**config.mk**
```make
export PLATFORM = sky130hd
export DESIGN_NAME = ofdm_pilot_tone_insertion
export DESIGN_NICKNAME = d
export VERILOG_FILES = /design/src/design/optp_pkg.sv /design/src/design/optp_ctrl.sv /design/src/design/optp_lane.sv /design/src/design/ofdm_pilot_tone_insertion.sv
export SDC_FILE = /design/constraint.sdc
export NUM_CORES = 1
export LEC_CHECK = 0
export ABC_AREA = 1
export BUFFER_PORTS_ARGS = -buffer_cell sky130_fd_sc_hd__clkbuf_2
export CORE_MARGIN = 3
export CORE_UTILIZATION = 54
export DETAILED_ROUTE_END_ITERATION = 8
export GPL_TIMING_DRIVEN = 0
export PLACE_DENSITY_LB_ADDON = 0.15
export SYNTH_ARGS = -nofsm -noshare
export SYNTH_HDL_FRONTEND = slang
export SYNTH_HIERARCHICAL = 1
export SYNTH_SLANG_ARGS = --single-unit
```
**constraint.sdc**
```tcl
create_clock -name clk -period 5.15 [get_ports clk]
set_input_delay 0.2575 -clock clk [delete_from_list [all_inputs] [get_ports clk]]
set_output_delay 0.2575 -clock clk [all_outputs]
set_load 0.005 [all_outputs]
```
**src/design/optp_pkg.sv**
```systemverilog
`default_nettype none

package optp_pkg;

  localparam int SAMPLE_W  = 16;
  localparam int LEVEL_W   = 15;
  localparam int NS_W      = 3;
  localparam int LANES     = 4;
  localparam int CFG_IDX_W = 1;
  localparam int CFG_DAT_W = 15;

  typedef logic signed [SAMPLE_W-1:0] sample_t;

  // configuration register indexes
  localparam logic [CFG_IDX_W-1:0] CFG_NUM_STREAMS = 1'b0;
  localparam logic [CFG_IDX_W-1:0] CFG_PILOT_LEVEL = 1'b1;

  // tone plan of one 56-tone symbol
  localparam logic [5:0] TONE_FIRST = 6'd0;
  localparam logic [5:0] TONE_LAST  = 6'd55;
  localparam logic [5:0] TONE_P0    = 6'd7;
  localparam logic [5:0] TONE_P1    = 6'd21;
  localparam logic [5:0] TONE_P2    = 6'd34;
  localparam logic [5:0] TONE_P3    = 6'd48;

  localparam logic [6:0] POL_START = 7'd2;
  localparam logic [6:0] POL_LAST  = 7'd126;

  // pilot polarity sequence, 1 is +1, 0 is -1, element 0 leftmost
  localparam logic [0:126] POLARITY = {
    8'b11110001, 8'b00001101, 8'b00110110, 8'b11111101,
    8'b11011001, 8'b11010001, 8'b01001001, 8'b11110011,
    8'b00101011, 8'b00011000, 8'b01001011, 8'b11010101,
    8'b00000101, 8'b10101110, 8'b01000111, 7'b0000000
  };

  // pilot pattern [streams-1][stream][column], 1 is +1, 0 is -1
  localparam logic [0:3] PATTERN [4][4] = '{
    '{4'b1110, 4'b0000, 4'b0000, 4'b0000},
    '{4'b1100, 4'b1001, 4'b0000, 4'b0000},
    '{4'b1100, 4'b1010, 4'b0110, 4'b0000},
    '{4'b1110, 4'b1101, 4'b1011, 4'b0111}
  };

  // per-item control from the tone sequencer to the lanes
  typedef struct packed {
    logic       is_pilot;
    logic [1:0] pilot_col;
    logic       pol_bit;
    logic       eos_data;
  } ctrl_t;

  // what one lane produces for one item
  typedef struct packed {
    sample_t pilot_re;
    sample_t data_re;
    sample_t data_im;
  } lane_t;

  // one output beat
  typedef struct packed {
    sample_t [LANES-1:0] re;
    sample_t [LANES-1:0] im;
    logic                is_pilot;
    logic                eos;
    logic                eor;
  } beat_t;

endpackage

`default_nettype wire

```
**src/design/optp_ctrl.sv**
```systemverilog
`default_nettype none

module optp_ctrl (
  input  logic            clk,
  input  logic            rst_n,
  input  logic            in_fire,
  input  logic            first_of_packet,
  output optp_pkg::ctrl_t ctrl
);
  import optp_pkg::*;

  logic [5:0] tone_r, tone_nxt;
  logic [6:0] pol_r, pol_nxt;
  logic [1:0] phase_r, phase_nxt;

  logic [5:0] tone_e;
  logic [6:0] pol_e;
  logic [1:0] phase_e;
  logic [5:0] data_tone;
  logic       pilot;
  logic [1:0] pilot_num;

  // packet restart puts this item on tone 0 of symbol 0
  always_comb begin
    tone_e  = first_of_packet ? TONE_FIRST : tone_r;
    pol_e   = first_of_packet ? POL_START  : pol_r;
    phase_e = first_of_packet ? 2'd0       : phase_r;
  end

  // pilot tone detect
  always_comb begin
    pilot     = 1'b1;
    pilot_num = 2'd0;
    case (tone_e)
      TONE_P0: pilot_num = 2'd0;
      TONE_P1: pilot_num = 2'd1;
      TONE_P2: pilot_num = 2'd2;
      TONE_P3: pilot_num = 2'd3;
      default: pilot = 1'b0;
    endcase
  end

  assign data_tone = tone_e + {5'd0, pilot};

  always_comb begin
    ctrl.is_pilot  = pilot;
    ctrl.pilot_col = phase_e + pilot_num;
    ctrl.pol_bit   = POLARITY[pol_e];
    ctrl.eos_data  = (data_tone == TONE_LAST);
  end

  // advance past the data tone, wrapping at the symbol end
  always_comb begin
    tone_nxt  = tone_r;
    pol_nxt   = pol_r;
    phase_nxt = phase_r;
    if (in_fire) begin
      if (data_tone == TONE_LAST) begin
        tone_nxt  = TONE_FIRST;
        phase_nxt = phase_e + 2'd1;
        pol_nxt   = (pol_e == POL_LAST) ? 7'd0 : pol_e + 7'd1;
      end else begin
        tone_nxt  = data_tone + 6'd1;
        phase_nxt = phase_e;
        pol_nxt   = pol_e;
      end
    end
  end

  always_ff @(posedge clk) begin
    if (!rst_n) begin
      tone_r  <= TONE_FIRST;
      pol_r   <= POL_START;
      phase_r <= 2'd0;
    end else begin
      tone_r  <= tone_nxt;
      pol_r   <= pol_nxt;
      phase_r <= phase_nxt;
    end
  end

endmodule

`default_nettype wire

```
**src/design/optp_lane.sv**
```systemverilog
`default_nettype none

module optp_lane (
  input  logic                          [1:0] lane_id,
  input  logic        [optp_pkg::NS_W-1:0]    ns_eff,
  input  optp_pkg::ctrl_t                     ctrl,
  input  logic     [optp_pkg::LEVEL_W-1:0]    level,
  input  optp_pkg::sample_t                   din_re,
  input  optp_pkg::sample_t                   din_im,
  output optp_pkg::lane_t                     lane_out
);
  import optp_pkg::*;

  logic          en;
  logic [1:0]    tbl;
  logic          pat;
  logic          pos;
  sample_t       lvl;

  // stream enable and pattern entry for this lane
  assign en  = ({1'b0, lane_id} < ns_eff);
  assign tbl = 2'(ns_eff - 3'd1);
  assign pat = PATTERN[tbl][lane_id][ctrl.pilot_col];
  assign pos = ~(ctrl.pol_bit ^ pat);
  assign lvl = sample_t'({1'b0, level});

  // pilot and data values, zero on disabled streams
  always_comb begin
    lane_out.pilot_re = '0;
    lane_out.data_re  = '0;
    lane_out.data_im  = '0;
    if (en) begin
      lane_out.pilot_re = pos ? lvl : sample_t'(0) - lvl;
      lane_out.data_re  = din_re;
      lane_out.data_im  = din_im;
    end
  end

endmodule

`default_nettype wire

```
**src/design/ofdm_pilot_tone_insertion.sv**
```systemverilog
`default_nettype none

// channel | direction | handshake        | payload
// in      | input     | in_valid/ready   | first_of_packet, four streams of re/im
// out     | output    | out_valid/ready  | four streams of re/im, is_pilot, eos, eor
// cfg     | input     | cfg_wr_en        | cfg_index, cfg_wdata (no read-back)
//
// one beat in per cycle on data tones while out_ready is high; results are
// registered and leave in the cycle after acceptance; an item on a pilot slot
// gives two beats, the pilot then its data; the second beat sits in a pending
// register, input waiting until it moves out; a 56-tone symbol takes 52 input beats
// synchronous active-low reset: tone 0, polarity index 2, one stream, level 1.0
// output register holds while out_ready is low; input is taken only into a free slot

module ofdm_pilot_tone_insertion (
  input  logic                                  clk,
  input  logic                                  rst_n,
  input  logic                                  cfg_wr_en,
  input  logic [optp_pkg::CFG_IDX_W-1:0]        cfg_index,
  input  logic [optp_pkg::CFG_DAT_W-1:0]        cfg_wdata,
  input  logic                                  in_valid,
  output logic                                  in_ready,
  input  logic                                  in_first_of_packet,
  input  optp_pkg::sample_t                     in_s0_re,
  input  optp_pkg::sample_t                     in_s0_im,
  input  optp_pkg::sample_t                     in_s1_re,
  input  optp_pkg::sample_t                     in_s1_im,
  input  optp_pkg::sample_t                     in_s2_re,
  input  optp_pkg::sample_t                     in_s2_im,
  input  optp_pkg::sample_t                     in_s3_re,
  input  optp_pkg::sample_t                     in_s3_im,
  output logic                                  out_valid,
  input  logic                                  out_ready,
  output optp_pkg::sample_t                     out_o0_re,
  output optp_pkg::sample_t                     out_o0_im,
  output optp_pkg::sample_t                     out_o1_re,
  output optp_pkg::sample_t                     out_o1_im,
  output optp_pkg::sample_t                     out_o2_re,
  output optp_pkg::sample_t                     out_o2_im,
  output optp_pkg::sample_t                     out_o3_re,
  output optp_pkg::sample_t                     out_o3_im,
  output logic                                  out_is_pilot,
  output logic                                  out_end_of_symbol,
  output logic                                  out_end_of_run
);
  import optp_pkg::*;

  logic [NS_W-1:0]    ns_r;
  logic [LEVEL_W-1:0] level_r;
  logic [NS_W-1:0]    ns_eff;

  ctrl_t   ctrl;
  lane_t   lane_res [LANES];
  sample_t din_re [LANES];
  sample_t din_im [LANES];

  logic  out_valid_r, out_valid_nxt;
  beat_t out_r, out_nxt;
  logic  pend_r, pend_nxt;
  beat_t pend_beat_r, pend_beat_nxt;
  beat_t pilot_beat, data_beat;

  logic in_fire;
  logic slot_free;

  // configuration registers
  always_ff @(posedge clk) begin
    if (!rst_n) begin
      ns_r    <= NS_W'(1);
      level_r <= LEVEL_W'(16384);
    end else if (cfg_wr_en) begin
      case (cfg_index)
        CFG_NUM_STREAMS: ns_r    <= cfg_wdata[NS_W-1:0];
        CFG_PILOT_LEVEL: level_r <= cfg_wdata[LEVEL_W-1:0];
        default: ;
      endcase
    end
  end

  // zero streams acts as one, above four acts as four
  always_comb begin
    ns_eff = ns_r;
    if (ns_r == NS_W'(0)) ns_eff = NS_W'(1);
    else if (ns_r > NS_W'(4)) ns_eff = NS_W'(4);
  end

  assign slot_free = ~out_valid_r | out_ready;
  assign in_ready  = slot_free & ~pend_r;
  assign in_fire   = in_valid & in_ready;

  optp_ctrl u_ctrl (
    .clk             (clk),
    .rst_n           (rst_n),
    .in_fire         (in_fire),
    .first_of_packet (in_first_of_packet),
    .ctrl            (ctrl)
  );

  assign din_re[0] = in_s0_re;
  assign din_im[0] = in_s0_im;
  assign din_re[1] = in_s1_re;
  assign din_im[1] = in_s1_im;
  assign din_re[2] = in_s2_re;
  assign din_im[2] = in_s2_im;
  assign din_re[3] = in_s3_re;
  assign din_im[3] = in_s3_im;

  // one lane per space-time stream
  for (genvar g = 0; g < LANES; g++) begin : g_lane
    optp_lane u_lane (
      .lane_id  (2'(g)),
      .ns_eff   (ns_eff),
      .ctrl     (ctrl),
      .level    (level_r),
      .din_re   (din_re[g]),
      .din_im   (din_im[g]),
      .lane_out (lane_res[g])
    );
  end

  // merge lane results into pilot and data beats
  always_comb begin
    pilot_beat.is_pilot = 1'b1;
    pilot_beat.eos      = 1'b0;
    pilot_beat.eor      = 1'b0;
    data_beat.is_pilot  = 1'b0;
    data_beat.eos       = ctrl.eos_data;
    data_beat.eor       = 1'b1;
    for (int i = 0; i < LANES; i++) begin
      pilot_beat.re[i] = lane_res[i].pilot_re;
      pilot_beat.im[i] = '0;
      data_beat.re[i]  = lane_res[i].data_re;
      data_beat.im[i]  = lane_res[i].data_im;
    end
  end

  // output register and pending data beat
  always_comb begin
    out_valid_nxt = out_valid_r;
    out_nxt       = out_r;
    pend_nxt      = pend_r;
    pend_beat_nxt = pend_beat_r;
    if (pend_r && slot_free) begin
      out_valid_nxt = 1'b1;
      out_nxt       = pend_beat_r;
      pend_nxt      = 1'b0;
    end else if (in_fire) begin
      out_valid_nxt = 1'b1;
      if (ctrl.is_pilot) begin
        out_nxt       = pilot_beat;
        pend_nxt      = 1'b1;
        pend_beat_nxt = data_beat;
      end else begin
        out_nxt = data_beat;
      end
    end else if (out_ready) begin
      out_valid_nxt = 1'b0;
    end
  end

  always_ff @(posedge clk) begin
    if (!rst_n) begin
      out_valid_r <= 1'b0;
      pend_r      <= 1'b0;
    end else begin
      out_valid_r <= out_valid_nxt;
      pend_r      <= pend_nxt;
    end
  end

  always_ff @(posedge clk) begin
    out_r       <= out_nxt;
    pend_beat_r <= pend_beat_nxt;
  end

  assign out_valid         = out_valid_r;
  assign out_o0_re         = out_r.re[0];
  assign out_o0_im         = out_r.im[0];
  assign out_o1_re         = out_r.re[1];
  assign out_o1_im         = out_r.im[1];
  assign out_o2_re         = out_r.re[2];
  assign out_o2_im         = out_r.im[2];
  assign out_o3_re         = out_r.re[3];
  assign out_o3_im         = out_r.im[3];
  assign out_is_pilot      = out_r.is_pilot;
  assign out_end_of_symbol = out_r.eos;
  assign out_end_of_run    = out_r.eor;

endmodule

`default_nettype wire

```
After elaboration in Yosys (flattened, before gate mapping)
Memory sizes are Yosys's and may differ from the RTL's.
Index checks and enable logic that the tools add are counted.
- register bits: 295
- ROM bits: 128
- input port bits: 150
- output and inout port bits: 133
- memories: 1
- memories (memory ; depth ; width ; read ports ; clocked after Yosys merged registers in ; write ports ; RTL line ; text):
    (name not given) ; 128 ; 1 ; 1 ; 0 ; 0 ; optp_ctrl.sv:48 ; ctrl.pol_bit = POLARITY[pol_e];
- add/sub/neg operators: 7
- order comparisons: 8
- equality and inequality tests: 6
- muxes and demuxes: 42
- bitwise gates (word level): 15
- reductions and logical operators: 10
- operators by type and width (kind ; number):
    $mux W131 ; 3
    $mux W48 ; 4
    $mux W16 ; 6
    $bmux W16 S2 ; 1
    $mux W7 ; 3
    $eq A6 B6 Y1 const B ; 3
    $sub A1 B15 Y16 const A ; 1
    $mux W1 ; 14
    $mux W6 ; 2
    $bmux W1 S2 ; 4
    $ge A8 B8 Y1 const B ; 1
    $not A7 Y8 ; 1
    $add A7 B1 Y7 const B ; 1
    $eq A7 B7 Y1 const B ; 1
    $add A6 B1 Y6 ; 1
    $add A6 B1 Y6 const B ; 1
    $eq A6 B3 Y1 const B ; 1
    $eq A6 B5 Y1 const B ; 1
    $ge A3 B3 Y1 const B ; 2
    $lt A1 B3 Y1 const A ; 2
    $lt A2 B3 Y1 const A ; 2
    $mux W3 ; 2
    $not A2 Y3 ; 2
    $pmux W2 S3 ; 1
    other kinds (17) ; 28

Logic depth before layout (Yosys ltp)
- word-level depth: 17
- gate-level depth with buffers: 24

Hierarchy
Netlist, hierarchy kept.
- by module, submodules not included (module ; instances ; cells each ; area each (um2)):
    ofdm_pilot_tone_insertion ; 1 ; 997 ; 11106.9
    optp_lane (g_lane[0].u_lane ...) ; 2 ; 238 ; 1173.6
    optp_lane (g_lane[2].u_lane ...) ; 2 ; 232 ; 1101.1
    optp_ctrl ; 1 ; 267 ; 1596.5

Worst setup path before layout
OpenSTA, ideal clock, no wires.
- path kind: input -> register
- from: input in_first_of_packet
- to: register pend_beat_r[100] in the netlist's numbering (enable)
- data arrival time: 3.799 ns
- required time: 4.668 ns
- path slack: 0.869 ns
- stages: 8
- path buffers: 3
- cell sequence: buf_4 -> nor2_1 -> nand4_1 -> nand4_1 -> buf_4 -> buf_2 -> nand4_1 -> inv_1
- word-level cells in the longest chain between the ends: 5
- elaborated cells on any way between the ends: 8
- classes of those cells: eq/ne (4); mux (2); reduce/logical (2)
- ends and longest elaborated chain (item ; RTL line ; text):
    start: declaration ; ofdm_pilot_tone_insertion.sv:23 ; input logic in_first_of_packet,
    $mux W6 (*) ; optp_ctrl.sv:25 ; tone_e = first_of_packet ? TONE_FIRST : tone_r;
    $eq A6 B3 Y1, or another cell as far along ; optp_ctrl.sv:34 ; case (tone_e)
    $reduce_or A4 Y1 (no source line) (*) ; -- ;
    $mux W1 (*) ; optp_ctrl.sv:34 ;
    named net u_ctrl.pilot ; optp_ctrl.sv:20 ; logic pilot;
    $reduce_and A3 Y1 (no source line) (*) ; -- ;
    end signal: assignment ; ofdm_pilot_tone_insertion.sv:173 ; pend_beat_r <= pend_beat_nxt;
    end: declaration ; ofdm_pilot_tone_insertion.sv:60 ; beat_t pend_beat_r, pend_beat_nxt;
The timed path passes the listed nets; every way through them passes the cells marked *.
A chain may end at the register's enable or synchronous reset.

==> results.cfg <==
[clock_tree]
post_cts_resized = 0
path_clk_slew_ps = 60
clock_latency_ps = 550
post_cts_buffers = 0
clkSinkCount = 295
numCtsBuffers = 30
clock-root-buffer = clkbuf_16
cts_tree = yes
clock_path_buffers = 3
ctsHtreeMaxLevel = 1
hold_buffers = 14

[pwr]
seqPwrFrac_pct = 48.3
swShare_pct = 27.6
ir_drop_mv = 0.261
total_power_mw = 5.84
powerDensity_nw_per_um2 = 285
p_sw_mw = 1.61
p_leak_nw = 10.2
p_clk_share_pct = 33.9
comb_power_share_pct = 17.8
internal_power_mw = 4.23

[worst_setup_path]
crit_required_ps = 5550
end_kind = flop
path_max_fanout = 12
crit_path_cell_trace = inv_1, nor2_1, ha_1, inv_1, ha_1, o22ai_1, nand2_1, nand3_1, nand3_1, nand2_1, inv_1, nand3_4, buf_4, nand3_1, a21oi_1, nand2_1, nand2_1, nand2_1, nand2_1
cpMostUsedCell = nand2_1
cpPeakStageDelay_ps = 520
slowest_stage = nand2_1
cp_data_arrival_time_ps = 4220
startpoint_type = flop
criticalPathCategory = reg2reg

[sta]
slew_violations = 0
max_slew_margin_pct = 14.6
setup_viol = 0
fin_crit_ps = 3820
clock_skew_ps = 26.7
finalSetupTns_ps = 0
tightest_slew_ps = 1280
finalHoldViolCount = 0
fmax_ghz = 0.262
holdWs_ps = 14.7
min_period_over_period_pct = 74.2
rsz0062_at_grt = false

[synth]
synthDistinctLibCells = 38
synth_cells = 2204
ys_warn_count = 6
synth_area_um2 = 17300
synth-async-reset-ratio_pct = 0
ys_seq_elements = 295
synthFlopType = edfxtp_1
synth_edf_count = 260
seq_area_frac_synth_pct = 49.3
syn_area_per_cell_um2 = 7.83

[floorplan]
die_w_um = 185
pin_count = 283
die_y_um = 185
coreArea_um2 = 31100
start_util_pct = 55.5
rows = 64
dieArea_um2 = 34100

[placement]
gp_congestion = 0.897
post-dp-hpwl_um = 34500
numPortBuffers = 282
dpl_cell_area_um2 = 19400

[cells_and_area]
fin_nets = 2768
syn_to_final_growth_pct = 18.5
final_area_um2 = 20400
mostFrequentLayoutCell = nand2_1
drive_gt1_share_pct = 19.4
final_cell_mix = 750 x nand2_1, 282 x clkbuf_2, 280 x nor2_1
diodes = 0
fillers = 2784
fin_util_pct = 65.8

[route]
wl_per_cell_um = 15.5
ant_nets = 0
vias = 15400
first_pass_iters = 6
drc = 0
routed_wl_um = 46600
drt-vias-per-instance = 5.14
dr.first_iter.drc_count = 1221

[worst_hold_path]
hold_class = in2reg

[global_routing]
grt_pass1_wl_um = 72700
grt_start_max_net_pins = 84
grt-ovfl-total = 0
antenna_found_initial = 0
grt_usage_pct = 26.6
grt_pass1_vias = 14600

[outcome]
status = complete, no violations

[job]
cap_violations = 0
[power by group through the flow]
stage	Combinational (mW)	Sequential (mW)	Clock, mW
finish	1.04	2.82	1.98
floorplan	0.663	2.86	0
detailed placement	1.02	2.87	0
global route	1.18	2.83	2.10
CTS	1.03	2.82	2.02
global placement	0.988	2.88	0
[area by class of cell]
class | count | area (um^2) | share of cell area (%)
clock buffers | 36 | 795 | 3.89
inverters | 283 | 1070 | 5.24
plain buffers | 90 | 534 | 2.61
repair buffers | 298 | 1610 | 7.86
clock inverters | 18 | 86.3 | 0.422
well taps | 396 | 495 | 2.42
flip-flops and latches | 295 | 8510 | 41.6
multi-input cells | 1590 | 7350 | 35.9
[Yosys cell counts, drive strengths merged, types with 15 or more instances]
library cell / n / area, um^2
nand2: 793 / 3130
nor2: 297 / 1180
inv: 283 / 1060
edfxtp: 260 / 7810
nand3: 212 / 1190
buf: 80 / 497
a21oi: 57 / 293
o21ai: 45 / 233
xor2: 38 / 333
dfxtp: 35 / 701
ha: 30 / 375
nand4: 19 / 119
nor3: 15 / 75.1
[registers in the layout (all words and copies together), names as in the netlist]
register and cells:
pend_beat_r 129, out_o0_im 16, out_o0_re 16, out_o1_im 16, out_o1_re 16, out_o2_im 16
out_o2_re 16, out_o3_im 16, out_o3_re 16, level_r 15, u_ctrl/pol_r 7, u_ctrl/tone_r 6
ns_r 3, u_ctrl/phase_r 2, out_end_of_run 1, out_end_of_symbol 1, out_is_pilot 1, out_valid 1
pend_r 1
[logic make-up (layout without fill, tap and decap cells)]
logic type | count (synthesis) | in the layout | synth area share [%]
other cells | 2 | 56 | 0.0435
xor+xnor | 43 | 43 | 2.18
compound gates | 108 | 108 | 3.31
flops | 295 | 295 | 49.3
buf+inv | 373 | 725 | 9.25
simple gates | 1353 | 1353 | 33.7
fa+ha+maj | 30 | 30 | 2.18
[critical path: cells and delay by family, from the launching register on]
family,cells,cell delay [ps]
AND/OR/NAND/NOR,11,1660
buffers and inverters,4,560
adder cells (fa/ha/maj),2,540
AO/OA/AOI/OAI,2,440
flip-flops,1,440
[metrics by stage]
| stage | instances | setup WS (ps) |
|---|---|---|
| global route | 3006 | 897 |
| global placement | 2936 | -764 |
| floorplan | 2258 | 869 |
| CTS | 3006 | 1360 |
| detailed placement | 2938 | 1240 |
| finish | 3006 | 1330 |
[worst paths after layout]
| path | startpoint | endpoint | slack (ps) | cells after the start |
|---|---|---|---|---|
| max | u_ctrl/pol_r[0]$_SDFFE_PN0P_ | out_o1_re[14]$_DFFE_PP_ | 1330 | 19 |
| min | cfg_wdata[1] | ns_r[1]$_SDFFE_PN0P_ | 10 | 3 |
| max reg2reg | u_ctrl/pol_r[0]$_SDFFE_PN0P_ | out_o1_re[14]$_DFFE_PP_ | 1330 | 19 |
| min reg2reg | u_ctrl/phase_r[0]$_SDFFE_PN0P_ | u_ctrl/phase_r[0]$_SDFFE_PN0P_ | 470 | 2 |
[per-layer routing]
metal	vias to the layer above	part of all wire, %	track usage (%)
li1	7701	-	-
met1	7087	42	35.1
met2	572	48	45.7
met3	84	7.6	3.85
met4	0	3.0	7.98
met5	-	0	0
(Power assumes the default switching activity.)
